==> src/rtl/pec_pkg.sv <==
`timescale 1ns / 1ps
// ----------------------------------------------------------------------------
// pec_pkg
// Shared types, constants and helper functions of the periodic event counter.
// ----------------------------------------------------------------------------
package pec_pkg;

	localparam int COUNT_BITS_DEFAULT = 32;
	localparam int TIME_BITS = 64;
	localparam int PERIOD_BITS = 48;
	localparam int VALUE_BITS = 32;
	localparam int KIND_BITS = 2;
	localparam int CFG_INDEX_BITS = 2;
	localparam int DIV_STEPS = TIME_BITS;
	localparam int DIV_CNT_BITS = $clog2(DIV_STEPS);

	localparam logic [CFG_INDEX_BITS-1:0] REG_PERIOD = 2'd0;
	localparam logic [CFG_INDEX_BITS-1:0] REG_START = 2'd1;

	localparam logic [KIND_BITS-1:0] KIND_FULL = 2'd0;
	localparam logic [KIND_BITS-1:0] KIND_TRUNC = 2'd1;
	localparam logic [KIND_BITS-1:0] KIND_SKIP = 2'd2;

	localparam logic [PERIOD_BITS-1:0] PERIOD_RESET = 48'd1000000000;
	localparam logic [TIME_BITS-1:0] START_RESET = 64'd0;
	localparam logic [TIME_BITS-1:0] DEADLINE_RESET = 64'd1000000000;

	typedef struct packed {
		logic                 op;
		logic [TIME_BITS-1:0] timestamp_ns;
	} in_item_t;

	typedef struct packed {
		logic [KIND_BITS-1:0]  kind;
		logic [TIME_BITS-1:0]  stamp_ns;
		logic [VALUE_BITS-1:0] value;
		logic                  last;
	} out_item_t;

	typedef struct packed {
		logic                 count_inc;
		logic                 latch;
		logic                 div_start;
		logic                 emit;
		logic [KIND_BITS-1:0] emit_kind;
		logic                 emit_last;
		logic                 commit;
	} pec_cmd_t;

	typedef struct packed {
		logic is_count;
		logic is_trunc;
		logic div_done;
		logic cnt_nz;
		logic skip_nz;
		logic out_free;
	} pec_status_t;

	function automatic logic [TIME_BITS-1:0] sat_add64(
		input logic [TIME_BITS-1:0] a,
		input logic [TIME_BITS-1:0] b
	);
		logic [TIME_BITS:0] s;
		s = {1'b0, a} + {1'b0, b};
		return s[TIME_BITS] ? '1 : s[TIME_BITS-1:0];
	endfunction

	function automatic logic [VALUE_BITS-1:0] sat32(input logic [TIME_BITS-1:0] v);
		return (v[TIME_BITS-1:VALUE_BITS] != '0) ? '1 : v[VALUE_BITS-1:0];
	endfunction

endpackage

==> src/rtl/pec_div.sv <==
`timescale 1ns / 1ps
// ----------------------------------------------------------------------------
// pec_div
// Radix-2 restoring divider, one quotient bit per cycle.
// ----------------------------------------------------------------------------
module pec_div import pec_pkg::*; (
	input  logic                   clk,
	input  logic                   arst_n,
	input  logic                   start,
	input  logic [TIME_BITS-1:0]   dividend,
	input  logic [PERIOD_BITS-1:0] divisor,
	output logic                   done,
	output logic [TIME_BITS-1:0]   quot,
	output logic [PERIOD_BITS-1:0] rem
);

	logic                    busy_q;
	logic                    done_q;
	logic [DIV_CNT_BITS-1:0] cnt_q;
	logic [TIME_BITS-1:0]    quo_q;
	logic [PERIOD_BITS-1:0]  rem_q;
	logic [PERIOD_BITS:0]    trial;
	logic                    ge;

	assign trial = {rem_q, quo_q[TIME_BITS-1]};
	assign ge = trial >= {1'b0, divisor};

	always_ff @(posedge clk or negedge arst_n) begin
		if (!arst_n) begin
			busy_q <= 1'b0;
			done_q <= 1'b0;
			cnt_q <= '0;
		end else begin
			done_q <= 1'b0;
			if (start) begin
				busy_q <= 1'b1;
				cnt_q <= '0;
			end else if (busy_q) begin
				cnt_q <= cnt_q + 1'b1;
				if (cnt_q == DIV_CNT_BITS'(DIV_STEPS - 1)) begin
					busy_q <= 1'b0;
					done_q <= 1'b1;
				end
			end
		end
	end

	always_ff @(posedge clk) begin
		if (start) begin
			quo_q <= dividend;
			rem_q <= '0;
		end else if (busy_q) begin
			quo_q <= {quo_q[TIME_BITS-2:0], ge};
			rem_q <= ge ? PERIOD_BITS'(trial - {1'b0, divisor}) : trial[PERIOD_BITS-1:0];
		end
	end

	assign done = done_q;
	assign quot = quo_q;
	assign rem = rem_q;

endmodule

==> src/rtl/pec_datapath.sv <==
`timescale 1ns / 1ps
// ----------------------------------------------------------------------------
// pec_datapath
// Period grid registers, event count, divider and the output register.
// ----------------------------------------------------------------------------
module pec_datapath import pec_pkg::*; #(
	parameter int COUNT_BITS = COUNT_BITS_DEFAULT
) (
	input  logic                      clk,
	input  logic                      arst_n,
	input  logic                      cfg_we,
	input  logic [CFG_INDEX_BITS-1:0] cfg_index,
	input  logic [TIME_BITS-1:0]      cfg_data,
	input  in_item_t                  in_item,
	input  logic                      out_stall,
	output logic                      out_valid,
	output out_item_t                 out_item,
	input  pec_cmd_t                  cmd,
	output pec_status_t               status
);

	logic [PERIOD_BITS-1:0] period_q;
	logic [TIME_BITS-1:0]   start_q;
	logic [TIME_BITS-1:0]   deadline_q;
	logic [COUNT_BITS-1:0]  count_q;
	logic                   op_q;
	logic [TIME_BITS-1:0]   now_q;
	logic                   out_valid_q;
	out_item_t              out_item_q;

	logic [PERIOD_BITS-1:0] period_new;
	logic [TIME_BITS-1:0]   start_new;
	logic [PERIOD_BITS-1:0] eff_new;
	logic [TIME_BITS-1:0]   eff_p;
	logic                   div_done;
	logic [TIME_BITS-1:0]   quot;
	logic [PERIOD_BITS-1:0] rem;
	logic [VALUE_BITS-1:0]  count_val;
	logic [VALUE_BITS-1:0]  skip_val;
	logic                   cfg_hit;
	out_item_t              emit_item;

	assign eff_p = TIME_BITS'((period_q == '0) ? PERIOD_BITS'(1) : period_q);

	assign cfg_hit = cfg_we && (cfg_index == REG_PERIOD || cfg_index == REG_START);
	assign period_new = (cfg_index == REG_PERIOD) ? cfg_data[PERIOD_BITS-1:0] : period_q;
	assign start_new = (cfg_index == REG_START) ? cfg_data : start_q;
	assign eff_new = (period_new == '0) ? PERIOD_BITS'(1) : period_new;

	pec_div u_div (
		.clk      (clk),
		.arst_n   (arst_n),
		.start    (cmd.div_start),
		.dividend (in_item.timestamp_ns - deadline_q),
		.divisor  (eff_p[PERIOD_BITS-1:0]),
		.done     (div_done),
		.quot     (quot),
		.rem      (rem)
	);

	assign count_val = sat32(TIME_BITS'(count_q));
	assign skip_val = (count_q != '0) ? sat32(quot) : sat32(sat_add64(quot, TIME_BITS'(1)));

	always_ff @(posedge clk or negedge arst_n) begin
		if (!arst_n) begin
			period_q <= PERIOD_RESET;
			start_q <= START_RESET;
			deadline_q <= DEADLINE_RESET;
			count_q <= '0;
		end else if (cfg_hit) begin
			period_q <= period_new;
			start_q <= start_new;
			deadline_q <= sat_add64(start_new, TIME_BITS'(eff_new));
			count_q <= '0;
		end else if (cmd.count_inc) begin
			if (!(&count_q)) begin
				count_q <= count_q + 1'b1;
			end
		end else if (cmd.commit) begin
			if (!op_q) begin
				deadline_q <= sat_add64(now_q - TIME_BITS'(rem), eff_p);
				count_q <= COUNT_BITS'(1);
			end else begin
				deadline_q <= sat_add64(now_q, eff_p);
				count_q <= '0;
			end
		end
	end

	always_ff @(posedge clk) begin
		if (cmd.latch) begin
			op_q <= in_item.op;
			now_q <= in_item.timestamp_ns;
		end
	end

	always_comb begin
		emit_item.kind = cmd.emit_kind;
		emit_item.last = cmd.emit_last;
		case (cmd.emit_kind)
			KIND_FULL: begin
				emit_item.stamp_ns = deadline_q;
				emit_item.value = count_val;
			end
			KIND_TRUNC: begin
				emit_item.stamp_ns = now_q;
				emit_item.value = count_val;
			end
			default: begin
				emit_item.stamp_ns = '0;
				emit_item.value = skip_val;
			end
		endcase
	end

	always_ff @(posedge clk or negedge arst_n) begin
		if (!arst_n) begin
			out_valid_q <= 1'b0;
		end else if (cmd.emit) begin
			out_valid_q <= 1'b1;
		end else if (!out_stall) begin
			out_valid_q <= 1'b0;
		end
	end

	always_ff @(posedge clk) begin
		if (cmd.emit) begin
			out_item_q <= emit_item;
		end
	end

	assign out_valid = out_valid_q;
	assign out_item = out_item_q;

	assign status.is_count = !in_item.op && (in_item.timestamp_ns <= deadline_q);
	assign status.is_trunc = in_item.op && (in_item.timestamp_ns < deadline_q);
	assign status.div_done = div_done;
	assign status.cnt_nz = count_q != '0;
	assign status.skip_nz = (count_q == '0) || (quot != '0);
	assign status.out_free = !out_valid_q || !out_stall;

endmodule

==> src/rtl/pec_ctrl.sv <==
`timescale 1ns / 1ps
// ----------------------------------------------------------------------------
// pec_ctrl
// Sequencer for item acceptance, expiry division and result emission.
// ----------------------------------------------------------------------------
module pec_ctrl import pec_pkg::*; (
	input  logic        clk,
	input  logic        arst_n,
	input  logic        in_valid,
	output logic        in_stall,
	input  pec_status_t status,
	output pec_cmd_t    cmd
);

	localparam logic [2:0] ST_IDLE = 3'd0;
	localparam logic [2:0] ST_DIV = 3'd1;
	localparam logic [2:0] ST_EMIT_CNT = 3'd2;
	localparam logic [2:0] ST_EMIT_SKIP = 3'd3;
	localparam logic [2:0] ST_EMIT_TRUNC = 3'd4;

	logic [2:0] state_q;
	logic [2:0] state_d;

	always_comb begin
		state_d = state_q;
		cmd = '0;
		cmd.emit_kind = KIND_FULL;
		case (state_q)
			ST_IDLE: begin
				if (in_valid) begin
					if (status.is_count) begin
						cmd.count_inc = 1'b1;
					end else if (status.is_trunc) begin
						cmd.latch = 1'b1;
						state_d = ST_EMIT_TRUNC;
					end else begin
						cmd.latch = 1'b1;
						cmd.div_start = 1'b1;
						state_d = ST_DIV;
					end
				end
			end
			ST_DIV: begin
				if (status.div_done) begin
					state_d = status.cnt_nz ? ST_EMIT_CNT : ST_EMIT_SKIP;
				end
			end
			ST_EMIT_CNT: begin
				if (status.out_free) begin
					cmd.emit = 1'b1;
					cmd.emit_kind = KIND_FULL;
					cmd.emit_last = !status.skip_nz;
					if (status.skip_nz) begin
						state_d = ST_EMIT_SKIP;
					end else begin
						cmd.commit = 1'b1;
						state_d = ST_IDLE;
					end
				end
			end
			ST_EMIT_SKIP: begin
				if (status.out_free) begin
					cmd.emit = 1'b1;
					cmd.emit_kind = KIND_SKIP;
					cmd.emit_last = 1'b1;
					cmd.commit = 1'b1;
					state_d = ST_IDLE;
				end
			end
			ST_EMIT_TRUNC: begin
				if (status.out_free) begin
					cmd.emit = 1'b1;
					cmd.emit_kind = KIND_TRUNC;
					cmd.emit_last = 1'b1;
					cmd.commit = 1'b1;
					state_d = ST_IDLE;
				end
			end
			default: begin
				state_d = ST_IDLE;
			end
		endcase
	end

	always_ff @(posedge clk or negedge arst_n) begin
		if (!arst_n) begin
			state_q <= ST_IDLE;
		end else begin
			state_q <= state_d;
		end
	end

	assign in_stall = state_q != ST_IDLE;

endmodule

==> src/rtl/periodic_event_counter.sv <==
`timescale 1ns / 1ps
// ----------------------------------------------------------------------------
// periodic_event_counter
// Counts events per period on a time grid and reports expired periods and truncating flushes.
// ----------------------------------------------------------------------------
// Input transactions (in_valid/in_stall, in_item) carry an op and a timestamp.
// Output transactions (out_valid/out_stall, out_item) carry the reports; the
// last report caused by an input has last set. Configuration writes on
// cfg_we/cfg_index/cfg_data set the period (index 0) or the start time
// (index 1) and re-arm the grid; other indexes are ignored.
// An event inside the current period gives no output, so such events are
// accepted back to back. A truncating flush latches the item and loads its
// report into the output register once that register is free. An expired
// period runs the 64-step bit-serial divider before its first report is
// loaded, and the block takes a new item right after the last report is
// loaded.
// The single output register is loaded while out_stall is low or it is empty;
// while the receiver stalls, pending reports wait and in_stall stays high.
// Reset arms the grid at time 0 with a period of one second and a zero count.
// ----------------------------------------------------------------------------
module periodic_event_counter import pec_pkg::*; #(
	parameter int COUNT_BITS = COUNT_BITS_DEFAULT
) (
	input  logic                      clk,
	input  logic                      arst_n,
	input  logic                      cfg_we,
	input  logic [CFG_INDEX_BITS-1:0] cfg_index,
	input  logic [TIME_BITS-1:0]      cfg_data,
	input  logic                      in_valid,
	output logic                      in_stall,
	input  in_item_t                  in_item,
	output logic                      out_valid,
	input  logic                      out_stall,
	output out_item_t                 out_item
);

	pec_cmd_t    cmd;
	pec_status_t status;

	pec_ctrl u_ctrl (
		.clk      (clk),
		.arst_n   (arst_n),
		.in_valid (in_valid),
		.in_stall (in_stall),
		.status   (status),
		.cmd      (cmd)
	);

	pec_datapath #(
		.COUNT_BITS (COUNT_BITS)
	) u_datapath (
		.clk       (clk),
		.arst_n    (arst_n),
		.cfg_we    (cfg_we),
		.cfg_index (cfg_index),
		.cfg_data  (cfg_data),
		.in_item   (in_item),
		.out_stall (out_stall),
		.out_valid (out_valid),
		.out_item  (out_item),
		.cmd       (cmd),
		.status    (status)
	);

	a_emit_free: assert property (@(posedge clk) disable iff (!arst_n)
		cmd.emit |-> status.out_free)
		else $error("Result loaded while the output register is still occupied.");

	a_commit_last: assert property (@(posedge clk) disable iff (!arst_n)
		cmd.commit |-> (cmd.emit && cmd.emit_last))
		else $error("State committed without emitting the final result.");

	a_skip_last: assert property (@(posedge clk) disable iff (!arst_n)
		(cmd.emit && cmd.emit_kind == KIND_SKIP) |-> cmd.emit_last)
		else $error("Skipped-interval report not marked as the final result.");

	a_div_busy: assert property (@(posedge clk) disable iff (!arst_n)
		status.div_done |-> in_stall)
		else $error("Divider finished while the block accepts input.");

endmodule
==> config.mk <==
export PLATFORM = sky130hd
export DESIGN_NAME = periodic_event_counter
export DESIGN_NICKNAME = d
export VERILOG_FILES = /design/src/rtl/pec_pkg.sv /design/src/rtl/pec_div.sv /design/src/rtl/pec_datapath.sv /design/src/rtl/pec_ctrl.sv /design/src/rtl/periodic_event_counter.sv
export SDC_FILE = /design/constraint.sdc
export NUM_CORES = 2
export LEC_CHECK = 0
export BUFFER_PORTS_ARGS = -buffer_cell sky130_fd_sc_hd__buf_2
export CORE_MARGIN = 2
export CORE_UTILIZATION = 40
export DETAILED_ROUTE_END_ITERATION = 10
export GPL_ROUTABILITY_DRIVEN = 1
export GPL_TIMING_DRIVEN = 0
export PLACE_DENSITY = 0.61
export SYNTH_ARGS = -nofsm -noshare
export SYNTH_HDL_FRONTEND = slang
export SYNTH_HIERARCHICAL = 1
export SYNTH_SLANG_ARGS = --single-unit
==> constraint.sdc <==
create_clock -name clk -period 14.1 [get_ports clk]
set_clock_uncertainty 0.05 [all_clocks]
set_input_delay 1.41 -clock clk [delete_from_list [all_inputs] [get_ports clk]]
set_output_delay 1.41 -clock clk [all_outputs]
set_load 0.03 [all_outputs]
After elaboration in Yosys (flattened, before gate mapping)
Cells that the tools add are included.

Logic and storage cells: 126. Flip-flop bits (word level): 496. Output and inout bits: 101.

Magnitude comparators: 3. Eq/ne operators: 15. $add $sub $neg: 9. Mux-type cells: 53. Reductions and logical operators: 29.

Operator list (count): $mux 64 (11); $mux 32 (7); $mux 48 (4); $pmux 96 s2 (1); $add 64x64->65 (2); $logic_not 48->1 (2); $reduce_bool 32->1 (3); $add 64x1->65 const B (1); $add 64x48->65 (1); $le 64x64->1 (1); $lt 64x64->1 (1); $reduce_bool 64->1 (1); $sub 64x48->64 (1); $sub 64x64->64 (1); $ge 49x48->1 (1); $sub 48x48->48 (1); $add 32x1->32 const B (1); $logic_not 32->1 (1); $reduce_and 32->1 (1); $mux 3 (8); $mux 5 (3); $pmux 5 s3 (1); $mux 1 (13); $mux 6 (2); 21 further kinds (40).

Depth between registers and ports, before layout
Word-level depth: 8. Gate-level depth with buffers: 27. Gate-level depth less buffers: 24.

Modules after synthesis
The synthesis kept the hierarchy.

Modules (own cells, without submodules): pec_datapath (times used 1, cells each 4476, area each 35625.4 um2); pec_div (times used 1, cells each 856, area each 8211.6 um2); pec_ctrl (times used 1, cells each 32, area each 254.0 um2).

Worst setup path after synthesis
No wires, ideal clock.

Kind: input port to flip-flop. From: in in_item[0] (netlist name). To: reg u_datapath.now_q[0], enable pin. Slack: 6.508 ns. Arrival: 7.054 ns. Cell stages on the path: 16. Cells stage by stage: inv_1 ha_1 fa_1 nor2b_1 o21a_1 o21ai_0 a211oi_1 o31ai_1 o21ai_0 a41oi_1 o31ai_1 a221oi_1 a41oi_1 nor2_1 nand2b_1 nor2_1.

RTL lines: start, declared (line periodic_event_counter.sv:31) `input in_item_t in_item,`; end signal, assigned (line pec_datapath.sv:93) `now_q <= in_item.timestamp_ns;`; end, declared (line pec_datapath.sv:27) `logic [TIME_BITS-1:0] now_q;`.

Worst setup path in the final report
From: in cfg_index[1]. To: reg u_datapath.deadline_q[33].

Longest elaborated chain between the ends: 7. Elaborated cells on any way between the ends: 14. Those cells by class: 1 x add/sub; 2 x eq/ne; 5 x mux; 6 x reduce/logical.

Ends and longest elaborated chain: start, declared (line periodic_event_counter.sv:27) `input logic [CFG_INDEX_BITS-1:0] cfg_index,`; $logic_not 2->1 (line pec_datapath.sv:45, pec_datapath.sv:46); $mux 48 (line pec_datapath.sv:46) `assign period_new = (cfg_index == REG_PERIOD) ? cfg_data[PERIOD_BITS-1:0] : period_q;`; $logic_not 48->1 (line pec_datapath.sv:48) `assign eff_new = (period_new == '0) ? PERIOD_BITS'(1) : period_new;`; $mux 48 (line pec_datapath.sv:48); $add 64x48->65 (line pec_pkg.sv:64) `s = {1'b0, a} + {1'b0, b};`; $mux 64 (line pec_pkg.sv:65) `return s[TIME_BITS] ? '1 : s[TIME_BITS-1:0];`; $mux 64 (line pec_datapath.sv:70) `end else if (cfg_hit) begin`; end signal, assigned (line pec_datapath.sv:73) `deadline_q <= sat_add64(start_new, TIME_BITS'(eff_new));`; end signal, assigned (line pec_datapath.sv:81) `deadline_q <= sat_add64(now_q - TIME_BITS'(rem), eff_p);`; end signal, assigned (line pec_datapath.sv:84) `deadline_q <= sat_add64(now_q, eff_p);`; end, declared (line pec_datapath.sv:24) `logic [TIME_BITS-1:0] deadline_q;`.

Several ways; a longest one is shown, not always the timed one. A chain may end at the register's enable or synchronous reset.

==> key figures <==
Critical path
  • Crit path cell chain: buf_2 -> nor2_1 -> buf_1 -> buf_1 -> mux2i_1 -> nand4_1 -> nor4_1 -> nand3_1 -> nand2_1 -> ha_1 -> fa_1 -> nand3_1 -> a21boi_0 -> o21ai_0 -> a211o_1 -> a21oi_1 -> a21oi_1 -> o211a_1 -> clkbuf_1 -> o21ai_1 -> clkbuf_1 -> clkbuf_1 -> o221ai_1 -> o22ai_1
  • CP max stage cell: o21ai_1
  • CP max FO: 10
  • Worst endpoint data arrival time: 10.62 ns
  • Crit Path Category: input pin to flop
  • Delay of the slowest critical-path stage: 1.10 ns
  • CP bufs+invs: 6
  • Cells on worst reg2reg path: 23
  • Crit path capture type: flop
  • CP required: 14.62 ns
  • Cell family with most CP delay: compound AO/OA/AOI/OAI gates
  • Critical Path Source Type: input pin
  • Crit path depth: 24
  • Crit path top cell by count: clkbuf_1

CTS
  • Reg clk slew, reported paths: 0.05 ns
  • Post-CTS sizing: 0
  • CTS tree: yes
  • CTS sink cnt: 496
  • Clock root cell: clkbuf_16
  • Clk_lat worst skew: 0.67 ns
  • CTS Buf Count: 67
  • Htree depth: 3
  • Max clock buf depth: 3
  • # hold bufs at CTS: 0
  • Post-CTS Setup Bufs: 0

STA
  • Final Hold Vio Count: 0
  • Setup TNS: 0 ns
  • Worst slew pin tran: 1.54 ns
  • Setup violators final: 0
  • Period minus WS final: 10.10 ns
  • Tcrit/Tclk final: 0.717
  • Fmax: 0.0990 GHz
  • RSZ-0062 raised after global routing: false
  • Final Max Tran Viols: 11
  • Slew margin rel.: -0.0250

Yosys
  • Netlist cell types: 113
  • Synthesis Warnings: 6
  • Mean Syn Cell Area: 8.22 um2
  • Net Count, Synth: 5815
  • Register area share after synthesis: 0.303
  • Synthesized area: 0.0441 mm2
  • Cells after Synth: 5364
  • Post-synth EDFFs: 228
  • Ys async rst share: 0.444
  • Dominant synthesized flop cell: edfxtp_1
  • Seq cells post-synth: 496

Finish
  • Post-route design area: 0.0497 mm2
  • Area delta synth->final: 12.8%
  • Fraction of layout cells with a size suffix above 1: 0.102
  • Post-layout util: 0.456
  • Nets: 6130
  • FILL cells: 10900
  • Non-Filler Instances: 7217

Floorplanning
  • Initial core utilization: 0.404
  • Die W: 336 um
  • Ports: 237
  • Die height: 336 um
  • Die Area: 0.113 mm2
  • Core box area: 0.109 mm2
  • FP Rows: 121

Global routing
  • First-pass GRT wire length: 293000 um
  • Initial antenna violation count: 14
  • Total grt overflow: 0
  • Pin count of the biggest net entering global routing: 104
  • Vias in the first global route: 41100
  • All-Layer GR Usage: 0.357

Min path
  • Hold Path Depth: 2
  • Hold Path Class: flop to flop

Power
  • Leakage: 21.2 nW
  • Design Power: 11.8 mW
  • Pwr per Cell Area: 237 mW/mm2
  • IR drop worst, VDD: 0.112 mV

Place
  • Placer congestion estimate: 1.05
  • Detailed placer's ending HPWL: 169000 um
  • IO Port Bufs: 236
  • Dpl cells: 7086
  • Placed Area: 0.0473 mm2

Run
  • Max-cap violations: 1

Detailed routing
  • DRT iter0 DRCs: 5778
  • DRC viols: 0
  • Detail Route Antenna Nets: 0
  • Routed wire length: 206000 um
  • Avg Vias per Cell: 6.17
  • DR pass1 iterations: 6
  • Via count: 44500
  • Routed length per instance: 28.5 um

Status
  • Failing checks: max-capacitance violations, max-slew violations
  • Outcome: complete, but fails checks
==> final timing paths <==
check                                                         to  slack (ns)                             startpoint
hold / removal                u_datapath/start_q[33]$_DFFE_PN0P_        0.43     u_datapath/start_q[33]$_DFFE_PN0P_
hold reg to reg               u_datapath/start_q[33]$_DFFE_PN0P_        0.43     u_datapath/start_q[33]$_DFFE_PN0P_
max in group asynchronous    u_datapath/period_q[21]$_DFFE_PN0P_       11.95                                 arst_n
setup / recovery           u_datapath/deadline_q[33]$_DFFE_PN0P_        4.00                           cfg_index[1]
min in group asynchronous      u_datapath/count_q[9]$_DFFE_PN0P_        0.58                                 arst_n
setup reg to reg           u_datapath/deadline_q[46]$_DFFE_PN0P_        4.49  u_datapath/deadline_q[11]$_DFFE_PN1P_
==> cell families (layout without fill, tap and decap cells) <==
| group | count (synthesis) | count (layout) | share of synthesized area |
|---|---|---|---|
| adder cells (fa/ha/maj) | 315 | 315 | 0.0904 |
| buffers and inverters | 640 | 1009 | 0.0578 |
| AND/OR/NAND/NOR | 1778 | 1778 | 0.191 |
| XOR/XNOR | 349 | 349 | 0.0693 |
| other | 0 | 8 | 0 |
| flip-flops | 496 | 496 | 0.303 |
| multiplexers | 266 | 266 | 0.0634 |
| AO/OA/AOI/OAI | 1520 | 1520 | 0.225 |
==> power by group <==
group | switching, mW | leakage [nW] | total (mW) | internal (mW)
logic | 4.69 | 14.8 | 7.30 | 2.61
clock network | 0.740 | 1.15 | 1.87 | 1.13
registers | 0.564 | 5.26 | 2.62 | 2.05
total | 5.99 | 21.2 | 11.8 | 5.79
==> tightest hold or removal path, stage by stage, from the launching register on <==
cell and delay (ns):
dfrtp_1 0.34, nand2_1 0.05, nand2_1 0.06
==> flip-flops by register name (all words and copies together) (netlist names), 3 cells and up <==
register,count
u_datapath/period_q,48
u_datapath/deadline_q,64
u_datapath/u_div/rem,48
u_ctrl/state_q,3
u_datapath/start_q,64
u_datapath/count_q,32
u_datapath/out_item,99
u_datapath/now_q,64
u_datapath/u_div/quot,64
u_datapath/u_div/cnt_q,6
==> routing by layer <==
| metal | vias to the layer above | track usage | routed length (um) |
|---|---|---|---|
| li1 | 20200 | - | - |
| met1 | 21800 | 0.511 | 91200 |
| met2 | 2164 | 0.523 | 85900 |
| met3 | 385 | 0.0592 | 18000 |
| met4 | 2 | 0.165 | 10800 |
| met5 | - | 0 | 13 |
==> final cells by class <==
cell class                      instances  area (um2)  share of cell area
Clock buffer                           87        1910              0.0383
Tap cell                             1476        1850              0.0371
Antenna cell                            8        20.0            0.000402
Timing Repair Buffer                  246        1380              0.0278
Buffer                                320        1350              0.0272
Multi-Input combinational cell       4228       28200               0.567
Clock inverter                         36         478             0.00961
Inverter                              320        1200              0.0241
Sequential cell                       496       13300               0.268
==> per-stage QoR <==
stage	hold slack, ns	setup WS [ns]
after floorplan	0.396	6.51
after global placement	0.409	3.36
after detailed placement	0.412	3.64
after CTS	0.426	4.30
after global routing	0.440	3.97
final	0.425	4.00
==> Yosys cell counts, types with 128 or more instances <==
cell,n,area share
o21ai_0,346,0.039
dfrtp_1,194,0.11
mux2i_1,164,0.037
clkbuf_1,262,0.022
a21o_1,175,0.030
nand2_1,666,0.057
ha_1,309,0.088
nand4_1,128,0.018
inv_1,320,0.027
xnor2_1,201,0.040
a21oi_1,374,0.042
edfxtp_1,228,0.16
nand3_1,136,0.015
nor2_1,383,0.033
xor2_1,148,0.029
==> cell usage in the layout (no fill, tap or decap), types with 43 or more instances in the layout <==
cell | synthesis | final
nand2_1 | 666 | 666
nor2_1 | 383 | 382
a21oi_1 | 374 | 374
o21ai_0 | 346 | 346
inv_1 | 320 | 319
ha_1 | 309 | 309
clkbuf_1 | 262 | 269
buf_2 | 16 | 253
edfxtp_1 | 228 | 228
xnor2_1 | 201 | 201
dfrtp_1 | 194 | 194
a21o_1 | 175 | 175
mux2i_1 | 164 | 164
xor2_1 | 148 | 148
nand3_1 | 136 | 136
nand4_1 | 128 | 128
mux2_2 | 100 | 100
nor3_1 | 96 | 96
clkbuf_16 | 0 | 71
o21a_1 | 67 | 67
and3_1 | 64 | 64
nor4_1 | 64 | 64
a211oi_1 | 59 | 59
o21bai_1 | 55 | 55
nand2b_1 | 49 | 49
dfxtp_1 | 48 | 48
a31oi_1 | 43 | 43
No activity file was read; power rests on OpenSTA's default activity.
